File: config.mk
export PLATFORM = sky130hd
export DESIGN_NAME = i2c_register_write_master
export DESIGN_NICKNAME = d
export VERILOG_FILES = /design/src/design/i2crw_pkg.sv /design/src/design/i2crw_engine.sv /design/src/design/i2c_register_write_master.sv
export SDC_FILE = /design/constraint.sdc
export NUM_CORES = 1
export LEC_CHECK = 0
export ABC_AREA = 1
export BUFFER_PORTS_ARGS = -buffer_cell sky130_fd_sc_hd__buf_2
export CORE_AREA = 4 4 107 109
export CTS_BUF_LIST = sky130_fd_sc_hd__clkbuf_4 sky130_fd_sc_hd__clkbuf_8 sky130_fd_sc_hd__clkbuf_16
export CTS_CLUSTER_DIAMETER = 30
export CTS_CLUSTER_SIZE = 14
export DETAILED_ROUTE_END_ITERATION = 10
export DIE_AREA = 0 0 111 113
export HOLD_SLACK_MARGIN = 0.05
export PLACE_DENSITY_LB_ADDON = 0.3
export REMOVE_ABC_BUFFERS = 1
export SLEW_MARGIN = 20
export SYNTH_ARGS = -nofsm -noshare
export SYNTH_HDL_FRONTEND = slang
export SYNTH_HIERARCHICAL = 1
export SYNTH_SLANG_ARGS = --single-unit
File: constraint.sdc
create_clock -name clock -period 2.4 [get_ports clock]
set_input_delay 0.24 -clock clock [delete_from_list [all_inputs] [get_ports clock]]
set_output_delay 0.24 -clock clock [all_outputs]
set_load 0.05 [all_outputs]
File: src/design/i2crw_pkg.sv
// Package for the I2C register write master.
// Holds the frame constants, the result struct and the frame builder function.
// No dependencies.
package i2crw_pkg;

   localparam int FrameBits = 9 * 3;
   localparam int PosWidth = $clog2(FrameBits);
   localparam int TickWidth = 16;
   localparam logic [TickWidth-1:0] PhaseTicksReset = 16'd20;
   localparam logic [PosWidth-1:0] LastBitPos = PosWidth'(FrameBits - 1);

   typedef logic [FrameBits-1:0] frame_type;

   // Levels and flags produced for one transaction.
   typedef struct packed {
      logic scl;
      logic sda;
      logic busy;
      logic done;
      logic rejected;
   } i2crw_result_type;

   // Address, write bit 0, released ACK slot, register byte, ACK slot,
   // data byte, ACK slot; sent MSB first.
   function automatic frame_type build_frame(input logic [6:0] addr,
                                             input logic [7:0] regi,
                                             input logic [7:0] data);
      build_frame = {addr, 1'b0, 1'b1, regi, 1'b1, data, 1'b1};
   endfunction

endpackage

File: src/design/i2crw_engine.sv
// Bit sequencer of the I2C register write master.
// Holds the frame state and computes the pin levels for one transaction.
// Depends on i2crw_pkg.
module i2crw_engine (
   input  logic                           clock,
   input  logic                           reset,
   input  logic                           fire,
   input  logic                           mode,
   input  logic [6:0]                     device_address,
   input  logic [7:0]                     register_index,
   input  logic [7:0]                     write_value,
   input  logic [i2crw_pkg::TickWidth-1:0] phase_ticks,
   output i2crw_pkg::i2crw_result_type    result
);
   import i2crw_pkg::*;

   typedef enum logic [1:0] {
      STEP_IDLE,
      STEP_START,
      STEP_BITS,
      STEP_STOP
   } step_type;

   step_type               step_ff, step_in;
   logic [PosWidth-1:0]    pos_ff, pos_in;
   logic [1:0]             phase_ff, phase_in;
   logic [TickWidth-1:0]   hold_ff, hold_in;
   frame_type              frame_ff, frame_in;
   logic                   scl_ff, scl_in;
   logic                   sda_ff, sda_in;

   logic                   busy;
   logic                   done;
   logic                   rej;
   logic [TickWidth-1:0]   hold_inc;
   logic [TickWidth-1:0]   limit;

   assign busy = (step_ff != STEP_IDLE);
   assign hold_inc = hold_ff + TickWidth'(1);
   assign limit = (phase_ticks == '0) ? TickWidth'(1) : phase_ticks;

   always_comb begin
      step_in = step_ff;
      pos_in = pos_ff;
      phase_in = phase_ff;
      hold_in = hold_ff;
      frame_in = frame_ff;
      scl_in = scl_ff;
      sda_in = sda_ff;
      done = 1'b0;
      rej = 1'b0;
      if (mode) begin
         if (busy) begin
            rej = 1'b1;
         end else begin
            frame_in = build_frame(device_address, register_index, write_value);
            step_in = STEP_START;
            pos_in = '0;
            phase_in = '0;
            hold_in = '0;
            scl_in = 1'b1;
            sda_in = 1'b0;
         end
      end else if (busy) begin
         if (hold_inc >= limit) begin
            hold_in = '0;
            case (step_ff)
               STEP_START: begin
                  if (phase_ff == 2'd0) begin
                     phase_in = 2'd1;
                     scl_in = 1'b0;
                     sda_in = 1'b0;
                  end else begin
                     step_in = STEP_BITS;
                     pos_in = '0;
                     phase_in = 2'd0;
                     sda_in = frame_ff[FrameBits-1];
                     frame_in = {frame_ff[FrameBits-2:0], 1'b0};
                     scl_in = 1'b0;
                  end
               end
               STEP_BITS: begin
                  if (phase_ff < 2'd2) begin
                     phase_in = phase_ff + 2'd1;
                     scl_in = (phase_ff == 2'd0);
                  end else if (pos_ff >= LastBitPos) begin
                     step_in = STEP_STOP;
                     phase_in = 2'd0;
                     scl_in = 1'b1;
                     sda_in = 1'b0;
                  end else begin
                     pos_in = pos_ff + PosWidth'(1);
                     phase_in = 2'd0;
                     sda_in = frame_ff[FrameBits-1];
                     frame_in = {frame_ff[FrameBits-2:0], 1'b0};
                     scl_in = 1'b0;
                  end
               end
               STEP_STOP: begin
                  if (phase_ff == 2'd0) begin
                     phase_in = 2'd1;
                     scl_in = 1'b1;
                     sda_in = 1'b1;
                  end else begin
                     step_in = STEP_IDLE;
                     phase_in = 2'd0;
                     pos_in = '0;
                     scl_in = 1'b1;
                     sda_in = 1'b1;
                     done = 1'b1;
                  end
               end
               default: begin
                  step_in = STEP_IDLE;
                  scl_in = 1'b1;
                  sda_in = 1'b1;
               end
            endcase
         end else begin
            hold_in = hold_inc;
         end
      end
   end

   always_ff @(posedge clock) begin
      if (reset) begin
         step_ff <= STEP_IDLE;
         pos_ff <= '0;
         phase_ff <= '0;
         hold_ff <= '0;
         frame_ff <= '0;
         scl_ff <= 1'b1;
         sda_ff <= 1'b1;
      end else if (fire) begin
         step_ff <= step_in;
         pos_ff <= pos_in;
         phase_ff <= phase_in;
         hold_ff <= hold_in;
         frame_ff <= frame_in;
         scl_ff <= scl_in;
         sda_ff <= sda_in;
      end
   end

   assign result.scl = scl_in;
   assign result.sda = sda_in;
   assign result.busy = (step_in != STEP_IDLE);
   assign result.done = done;
   assign result.rejected = rej;

endmodule

File: src/design/i2c_register_write_master.sv
// Top level of the I2C register write master.
// Input register, bit sequencer and result register; depends on i2crw_pkg
// and i2crw_engine.
//
// Usage: every request transaction on the req_ channel is either a time tick
// (req_mode 0) or a register write request (req_mode 1 with address, register
// byte and data byte). Each request yields exactly one response transaction on
// the rsp_ channel carrying the SCL and SDA levels after that request, the busy
// and done flags and a rejected flag for a write request that arrived while a
// frame was still in progress. Every pin level is held for phase_ticks ticks.
// The csr_ channel writes phase_ticks (reset value 20, zero acts as one); it is
// always ready; the user must write it only while idle, unchecked by the block.
//
// An accepted request sits in the input register, and the sequencer result is
// then captured in the response register, which raises rsp_valid. Throughput
// is one transaction per cycle while the receiver does not stall rsp_stall;
// the sequencer state is a single short update step, so a new request is
// accepted while the previous response waits. When the receiver asserts
// rsp_stall the response holds and req_stall rises only once the input
// register is also occupied.
// Synchronous reset empties both registers, returns the sequencer to idle with
// both lines released high and restores phase_ticks to 20.
module i2c_register_write_master (
   input  logic                            clock,
   input  logic                            reset,
   input  logic                            req_valid,
   output logic                            req_stall,
   input  logic                            req_mode,
   input  logic [6:0]                      req_device_address,
   input  logic [7:0]                      req_register_index,
   input  logic [7:0]                      req_write_value,
   output logic                            rsp_valid,
   input  logic                            rsp_stall,
   output logic                            rsp_scl_out,
   output logic                            rsp_sda_out,
   output logic                            rsp_busy_res,
   output logic                            rsp_done_res,
   output logic                            rsp_rejected,
   input  logic                            csr_valid,
   output logic                            csr_ready,
   input  logic [i2crw_pkg::TickWidth-1:0] csr_phase_ticks
);
   import i2crw_pkg::*;

   logic                  in_valid_ff;
   logic                  mode_ff;
   logic [6:0]            addr_ff;
   logic [7:0]            regi_ff;
   logic [7:0]            data_ff;
   logic [TickWidth-1:0]  phase_ticks_ff;
   logic                  out_valid_ff;
   i2crw_result_type      result_ff;
   i2crw_result_type      result_in;
   logic                  advance;
   logic                  fire;

   // The result register can take a new transaction when empty or draining.
   assign advance = !out_valid_ff || !rsp_stall;
   assign fire = in_valid_ff && advance;
   assign req_stall = in_valid_ff && !advance;
   assign csr_ready = 1'b1;

   always_ff @(posedge clock) begin
      if (reset) begin
         phase_ticks_ff <= PhaseTicksReset;
      end else if (csr_valid) begin
         phase_ticks_ff <= csr_phase_ticks;
      end
   end

   // Input register.
   always_ff @(posedge clock) begin
      if (reset) begin
         in_valid_ff <= 1'b0;
      end else if (!req_stall) begin
         in_valid_ff <= req_valid;
      end
   end

   always_ff @(posedge clock) begin
      if (!req_stall && req_valid) begin
         mode_ff <= req_mode;
         addr_ff <= req_device_address;
         regi_ff <= req_register_index;
         data_ff <= req_write_value;
      end
   end

   i2crw_engine u_engine (
      .clock          (clock),
      .reset          (reset),
      .fire           (fire),
      .mode           (mode_ff),
      .device_address (addr_ff),
      .register_index (regi_ff),
      .write_value    (data_ff),
      .phase_ticks    (phase_ticks_ff),
      .result         (result_in)
   );

   // Result register.
   always_ff @(posedge clock) begin
      if (reset) begin
         out_valid_ff <= 1'b0;
      end else if (advance) begin
         out_valid_ff <= in_valid_ff;
      end
   end

   always_ff @(posedge clock) begin
      if (fire) begin
         result_ff <= result_in;
      end
   end

   assign rsp_valid = out_valid_ff;
   assign rsp_scl_out = result_ff.scl;
   assign rsp_sda_out = result_ff.sda;
   assign rsp_busy_res = result_ff.busy;
   assign rsp_done_res = result_ff.done;
   assign rsp_rejected = result_ff.rejected;

endmodule

### Word-level counts from Yosys, hierarchy flattened

Cells that the tools add are included.

| word-level totals | value |
|---|---|
| output and inout port bits | 8 |
| register bits after elaboration | 101 |
| word-level logic and storage cells | 112 |
| bits of input ports | 45 |

| operators by class | value |
|---|---|
| bitwise gates (word level) | 3 |
| reductions and logical operators | 22 |
| $add $sub $neg | 3 |
| magnitude comparators | 3 |
| multiplexer cells | 54 |
| equality and inequality tests | 8 |

Operators with widths:

| cell | number |
|---|---|
| 27-bit 2-to-1 mux | 7 |
| 16-bit 2-to-1 mux | 5 |
| 27-bit one-hot mux with 2 select lines | 1 |
| 5-bit 2-to-1 mux | 7 |
| 2-bit 2-to-1 mux | 13 |
| 16-bit by 1-bit adder with 16-bit output (second input constant) | 1 |
| 16-bit greater-or-equal comparator | 1 |
| 16-bit logical NOT | 1 |
| 1-bit 2-to-1 mux | 16 |
| 8-bit AND reduction | 2 |
| 3-bit inequality test (second input constant) | 4 |
| 5-bit one-hot mux with 2 select lines | 1 |
| 2-bit nonzero test | 4 |
| 2-bit one-hot mux with 3 select lines | 1 |
| 3-bit nonzero test | 2 |
| 5-bit by 1-bit adder with 5-bit output (second input constant) | 1 |
| 5-bit greater-or-equal comparator (second input constant) | 1 |
| 5-bit AND reduction | 1 |
| 2-bit == test (second input constant) | 2 |
| 1-bit logical NOT | 4 |
| 1-bit one-hot mux with 2 select lines | 2 |
| 2-bit one-hot mux with 2 select lines | 1 |
| 4-bit OR reduction | 1 |
| 1-bit logical AND | 3 |
| other kinds (9) | 11 |

### Logic depth before layout (Yosys ltp)

| depth | value |
|---|---|
| depth after elaboration | 8 |
| depth in mapped cells | 20 |
| gate-level depth less buffers | 20 |

### Hierarchy

Netlist, hierarchy kept.

By module, submodules not included:

| module | times used | cells an instance | area an instance (um^2) | sequential area each (um^2) |
|---|---|---|---|---|
| i2crw_engine | 1 | 556 | 3644.7 | 1081.0 |
| i2c_register_write_master | 1 | 112 | 1554.0 | 1231.2 |

### Worst setup path after synthesis

Ideal clock, no wire load.

| path | value |
|---|---|
| kind | register -> register |
| from | reg u_engine.hold_ff[0] |
| to | reg result_ff, in the netlist rsp_scl_out, data pin |
| buffers on the path | 1 |
| cell stages (with the launch flop) | 19 |
| slack | -0.277 ns |
| required time | 2.149 ns |
| period minus slack after synthesis | 2.677 ns |
| data arrival time | 2.426 ns |
| library setup time | 0.251 ns |
| cell sequence | dfxtp_1 > inv_1 > nor2_2 > nand2_1 > nor2_2 > nand4_2 > nor2_2 > xnor2_1 > clkinv_1 > ha_1 > a21oi_1 > o21ai_0 > a21oi_2 > nand2_1 > nand2_1 > nand2_1 > nand3_1 > nand2_1 > buf_4 |

| between the ends | value |
|---|---|
| longest elaborated chain between the ends | 5 |

RTL lines:

| what | line | text |
|---|---|---|
| from (decl) | i2crw_engine.sv:27 | `logic [TickWidth-1:0] hold_ff, hold_in;` |
| from (signal assigned) | i2crw_engine.sv:138 | `hold_ff <= hold_in;` |
| 16-bit by 1-bit adder with 16-bit output | i2crw_engine.sv:39 | `assign hold_inc = hold_ff + TickWidth'(1);` |
| 16-bit greater-or-equal comparator | i2crw_engine.sv:65 | `if (hold_inc >= limit) begin` |
| 1-bit 2-to-1 mux | i2crw_engine.sv:65 |  |
| 1-bit 2-to-1 mux | i2crw_engine.sv:64 | `end else if (busy) begin` |
| 1-bit 2-to-1 mux | i2crw_engine.sv:52 | `if (mode) begin` |
| net u_engine.scl_in | i2crw_engine.sv:29 | `logic scl_ff, scl_in;` |
| to (signal assigned) | i2c_register_write_master.sv:112 | `result_ff <= result_in;` |
| to (decl) | i2c_register_write_master.sv:52 | `i2crw_result_type result_ff;` |

The timed path passes the listed nets, and every way through them passes these cells.
A chain may end at the register's enable or synchronous reset.

### Worst setup path in the final report

| path | value |
|---|---|
| from | reg u_engine.hold_ff[0] |
| to | reg u_engine.frame_ff[11] |

| between the ends | value |
|---|---|
| longest elaborated chain between the ends | 4 |

RTL lines:

| what | line | text |
|---|---|---|
| 16-bit by 1-bit adder with 16-bit output | i2crw_engine.sv:39 |  |
| 16-bit greater-or-equal comparator | i2crw_engine.sv:65 |  |
| 2-bit nonzero test (no source line) | - |  |
| 8-bit AND reduction (no source line) | - |  |
| to (signal assigned) | i2crw_engine.sv:139 | `frame_ff <= frame_in;` |
| to (decl) | i2crw_engine.sv:28 | `frame_type frame_ff, frame_in;` |

Every way passes these cells.

==> impl_results.md <==
* Crit start category: flip-flop
* Initial antenna violation count at 0
* Commonest non-fill, non-tap cell in the layout: nand2_1
* CP endpoint kind: flip-flop
* Fill cells at 817
* Vias in the first global route at 4480
* Most frequent cells in the layout: nand2_1, nor2_1, inv_1
* Avg Cell Area, Syn at 7.78 um2
* Post-Route WL at 13000 um
* Fin crit share at 1.19
* CP max stage delay at 0.40 ns
* Clk slew on worst S/H paths at 0.10 ns
* Syn Std Cell Area at 5200 um2
* Worst Tran Pin Value at 0.594 ns
* First-pass GRT wire length at 20100 um
* # diodes at 0
* Worst skew pair latency at 0.37 ns
* Worst Path Max Fanout at 8
* Nets at 872
* Die area at 12500 um2
* Primary FF master, synth: dfxtp_1
* CP top delay family: simple AND/OR/NAND/NOR gates
* Clk_skew at 0.00921 ns
* Final setup viols at 58
* Post-DP HPWL at 7610 um
* Clk buf depth at 2
* Slew headroom at 0.602
* Critical Path RT at 2.68 ns
* Post-layout util at 0.665
* Drt first pass iters at 6
* Max Fclk at 351 MHz
* Std-Cell Rows at 38
* Post-synthesis async set-or-reset flop share at 0
* Port Buf Inserts at 51
* Yosys cell types at 40
* Via density per instance at 5.09
* CP arrival at 3.13 ns
* Initial DRC count at 262
* Final Slew Violations at 0
* Placer Congestion at 0.916
* Post-route ant nets at 0
* Layout area overhead at 35.6%
* Die Y at 113 um
* Worst setup margin at -0.453 ns
* Number of flops mapped to enable cells by yosys at 29
* CP bufs+invs at 4
* Crit-path cells: ha_4 > nand2_4 > nor2_4 > nand2_1 > buf_4 > xor2_1 > inv_1 > ha_1 > nand4_1 > nor3_4 > nand2_4 > nand3_4 > buf_4 > nand3_2 > clkbuf_16 > nor2_1 > nor2_1
* Total of max-cap violations at 0
* Clock root cell: clkbuf_8
* Inserted Clock Buffers at 9
* Class of the most critical setup path: flip-flop to flip-flop
* Pin count of the biggest net entering global routing at 60
* Sink Count at 101
* Wire length per cell at 13.7 um
* Total number of vias at 4818
* CTS tree: built
* Core area at 10600 um2
* Tmin final at 2.85 ns
* Unrepaired setup endpoints after global routing: true
* DRC errors left at 0
* Seq/Total Area, Yosys at 0.445
* Slowest cell on the critical path: dfxtp_4
* CTS H-tree lvls at 3
* Overflow after GRT at 0
* Share of post-route cells with drive strength above 1 at 0.320
* Final hold vios at 0
* Worst hold path class: input pin to flip-flop
* Hold WS at 0.0697 ns
* Die Wd at 111 um
* Violated checks: setup timing
* Synthesized flop and latch total at 101
* Gate Count Post-Synth at 668
* Leakage Power at 3.27 nW
* Run status: finished, violations left
* GRT Util Overall at 0.193
* Pwr dens at 502 nW/um2
* Peak supply drop at 349 uV
* Initial Utilization at 0.490
* IO Pins at 53
* Synth warnings at 6
==> per-layer routing <==
metal	wire, um	share of wire	GRT usage
met1	5610	0.43	0.243
met2	6450	0.50	0.328
met3	614	0.047	0.0321
met4	323	0.025	0.0837
met5	0	0	0
==> sequential cells by signal, indices dropped and copies added, names as in the netlist <==
| name | count |
|---|---|
| addr_ff | 7 |
| u_engine/sda_ff | 1 |
| u_engine/frame_ff | 27 |
| u_engine/phase_ff | 2 |
| rsp_sda_out | 1 |
| u_engine/step_ff | 2 |
| phase_ticks_ff | 16 |
| rsp_done_res | 1 |
| in_valid_ff | 1 |
| u_engine/scl_ff | 1 |
| regi_ff | 8 |
| u_engine/pos_ff | 5 |
| rsp_rejected | 1 |
| data_ff | 8 |
| rsp_scl_out | 1 |
| u_engine/hold_ff | 16 |
| rsp_valid | 1 |
| rsp_busy_res | 1 |
| mode_ff | 1 |
==> where the power goes <==
group | total, mW | internal [mW] | switching (mW) | leakage, nW
clock network | 1.14 | 0.542 | 0.594 | 0.108
registers | 1.87 | 1.83 | 0.0405 | 0.873
logic | 0.531 | 0.211 | 0.319 | 2.29
==> kinds of logic (layout without fill, tap and decap cells) <==
family,after synthesis,after routing,synth area share
adder cells (fa/ha/maj),26,26,0.0626
AO/OA/AOI/OAI,107,107,0.120
XOR/XNOR,13,13,0.0219
buffers and inverters,114,250,0.0958
flip-flops,101,101,0.445
other,1,1,0.000721
AND/OR/NAND/NOR,306,308,0.254
==> through the flow <==
stage	std cells	total power [mW]	TNS, ns	setup slack [ns]	instance area, um2
after floorplan	641	2.17	-18.85	-0.502	5030
after global placement	875	2.30	-14.87	-0.352	5810
after CTS	934	3.50	-15.47	-0.335	6610
after detailed placement	875	2.32	-23.00	-0.548	5810
final	946	3.54	-20.07	-0.453	7050
after global routing	946	3.69	-25.93	-0.560	7050
==> final cells by class <==
type                       count  area (um2)  area share
inverter                      87         329      0.0467
clock buffer                  12         153      0.0217
clock inverter                 4        56.3     0.00799
tap                          140         175      0.0248
sequential                   101        2330       0.330
multi-input combinational    455        2840       0.403
timing repair buffer         147        1170       0.166
==> synth_stat cells (10+ instances only) <==
cell type  count  area (um2)
nand2_1      141         529
nor2_1        97         364
inv_1         81         304
dfxtp_1       72        1440
o21ai_0       41         205
a21oi_1       32         160
edfxtp_1      29         871
ha_1          26         325
nand3_1       23         115
a22oi_1       13        97.6
nor2_2        11        68.8
nor3_1        10        50.1
==> path summary, 6_finish.rpt <==
| kind | start | endpoint | slack (ns) | cells past startpoint |
|---|---|---|---|---|
| worst min-delay path | req_write_value[7] | data_ff[7] | 0.07 | 1 |
| worst min register to register | u_engine/frame_ff[19] | u_engine/frame_ff[19] | 0.46 | 2 |
| worst max-delay path | u_engine/hold_ff[0] | u_engine/frame_ff[11] | -0.45 | 17 |
| worst max register to register | u_engine/hold_ff[0] | u_engine/frame_ff[11] | -0.45 | 17 |
==> what timing repair did <==
action / CTS / global route
endpoints found under the setup margin: 58 / 58
pin swaps: 26 / 25
setup buffers: 18 / 7
hold buffers: 23 / 0
resized for setup: 50 / 68
hold endpoints to repair: 23 / 0
gates cloned: 2 / 5
Note: power is estimated with default switching activity, not from simulation.
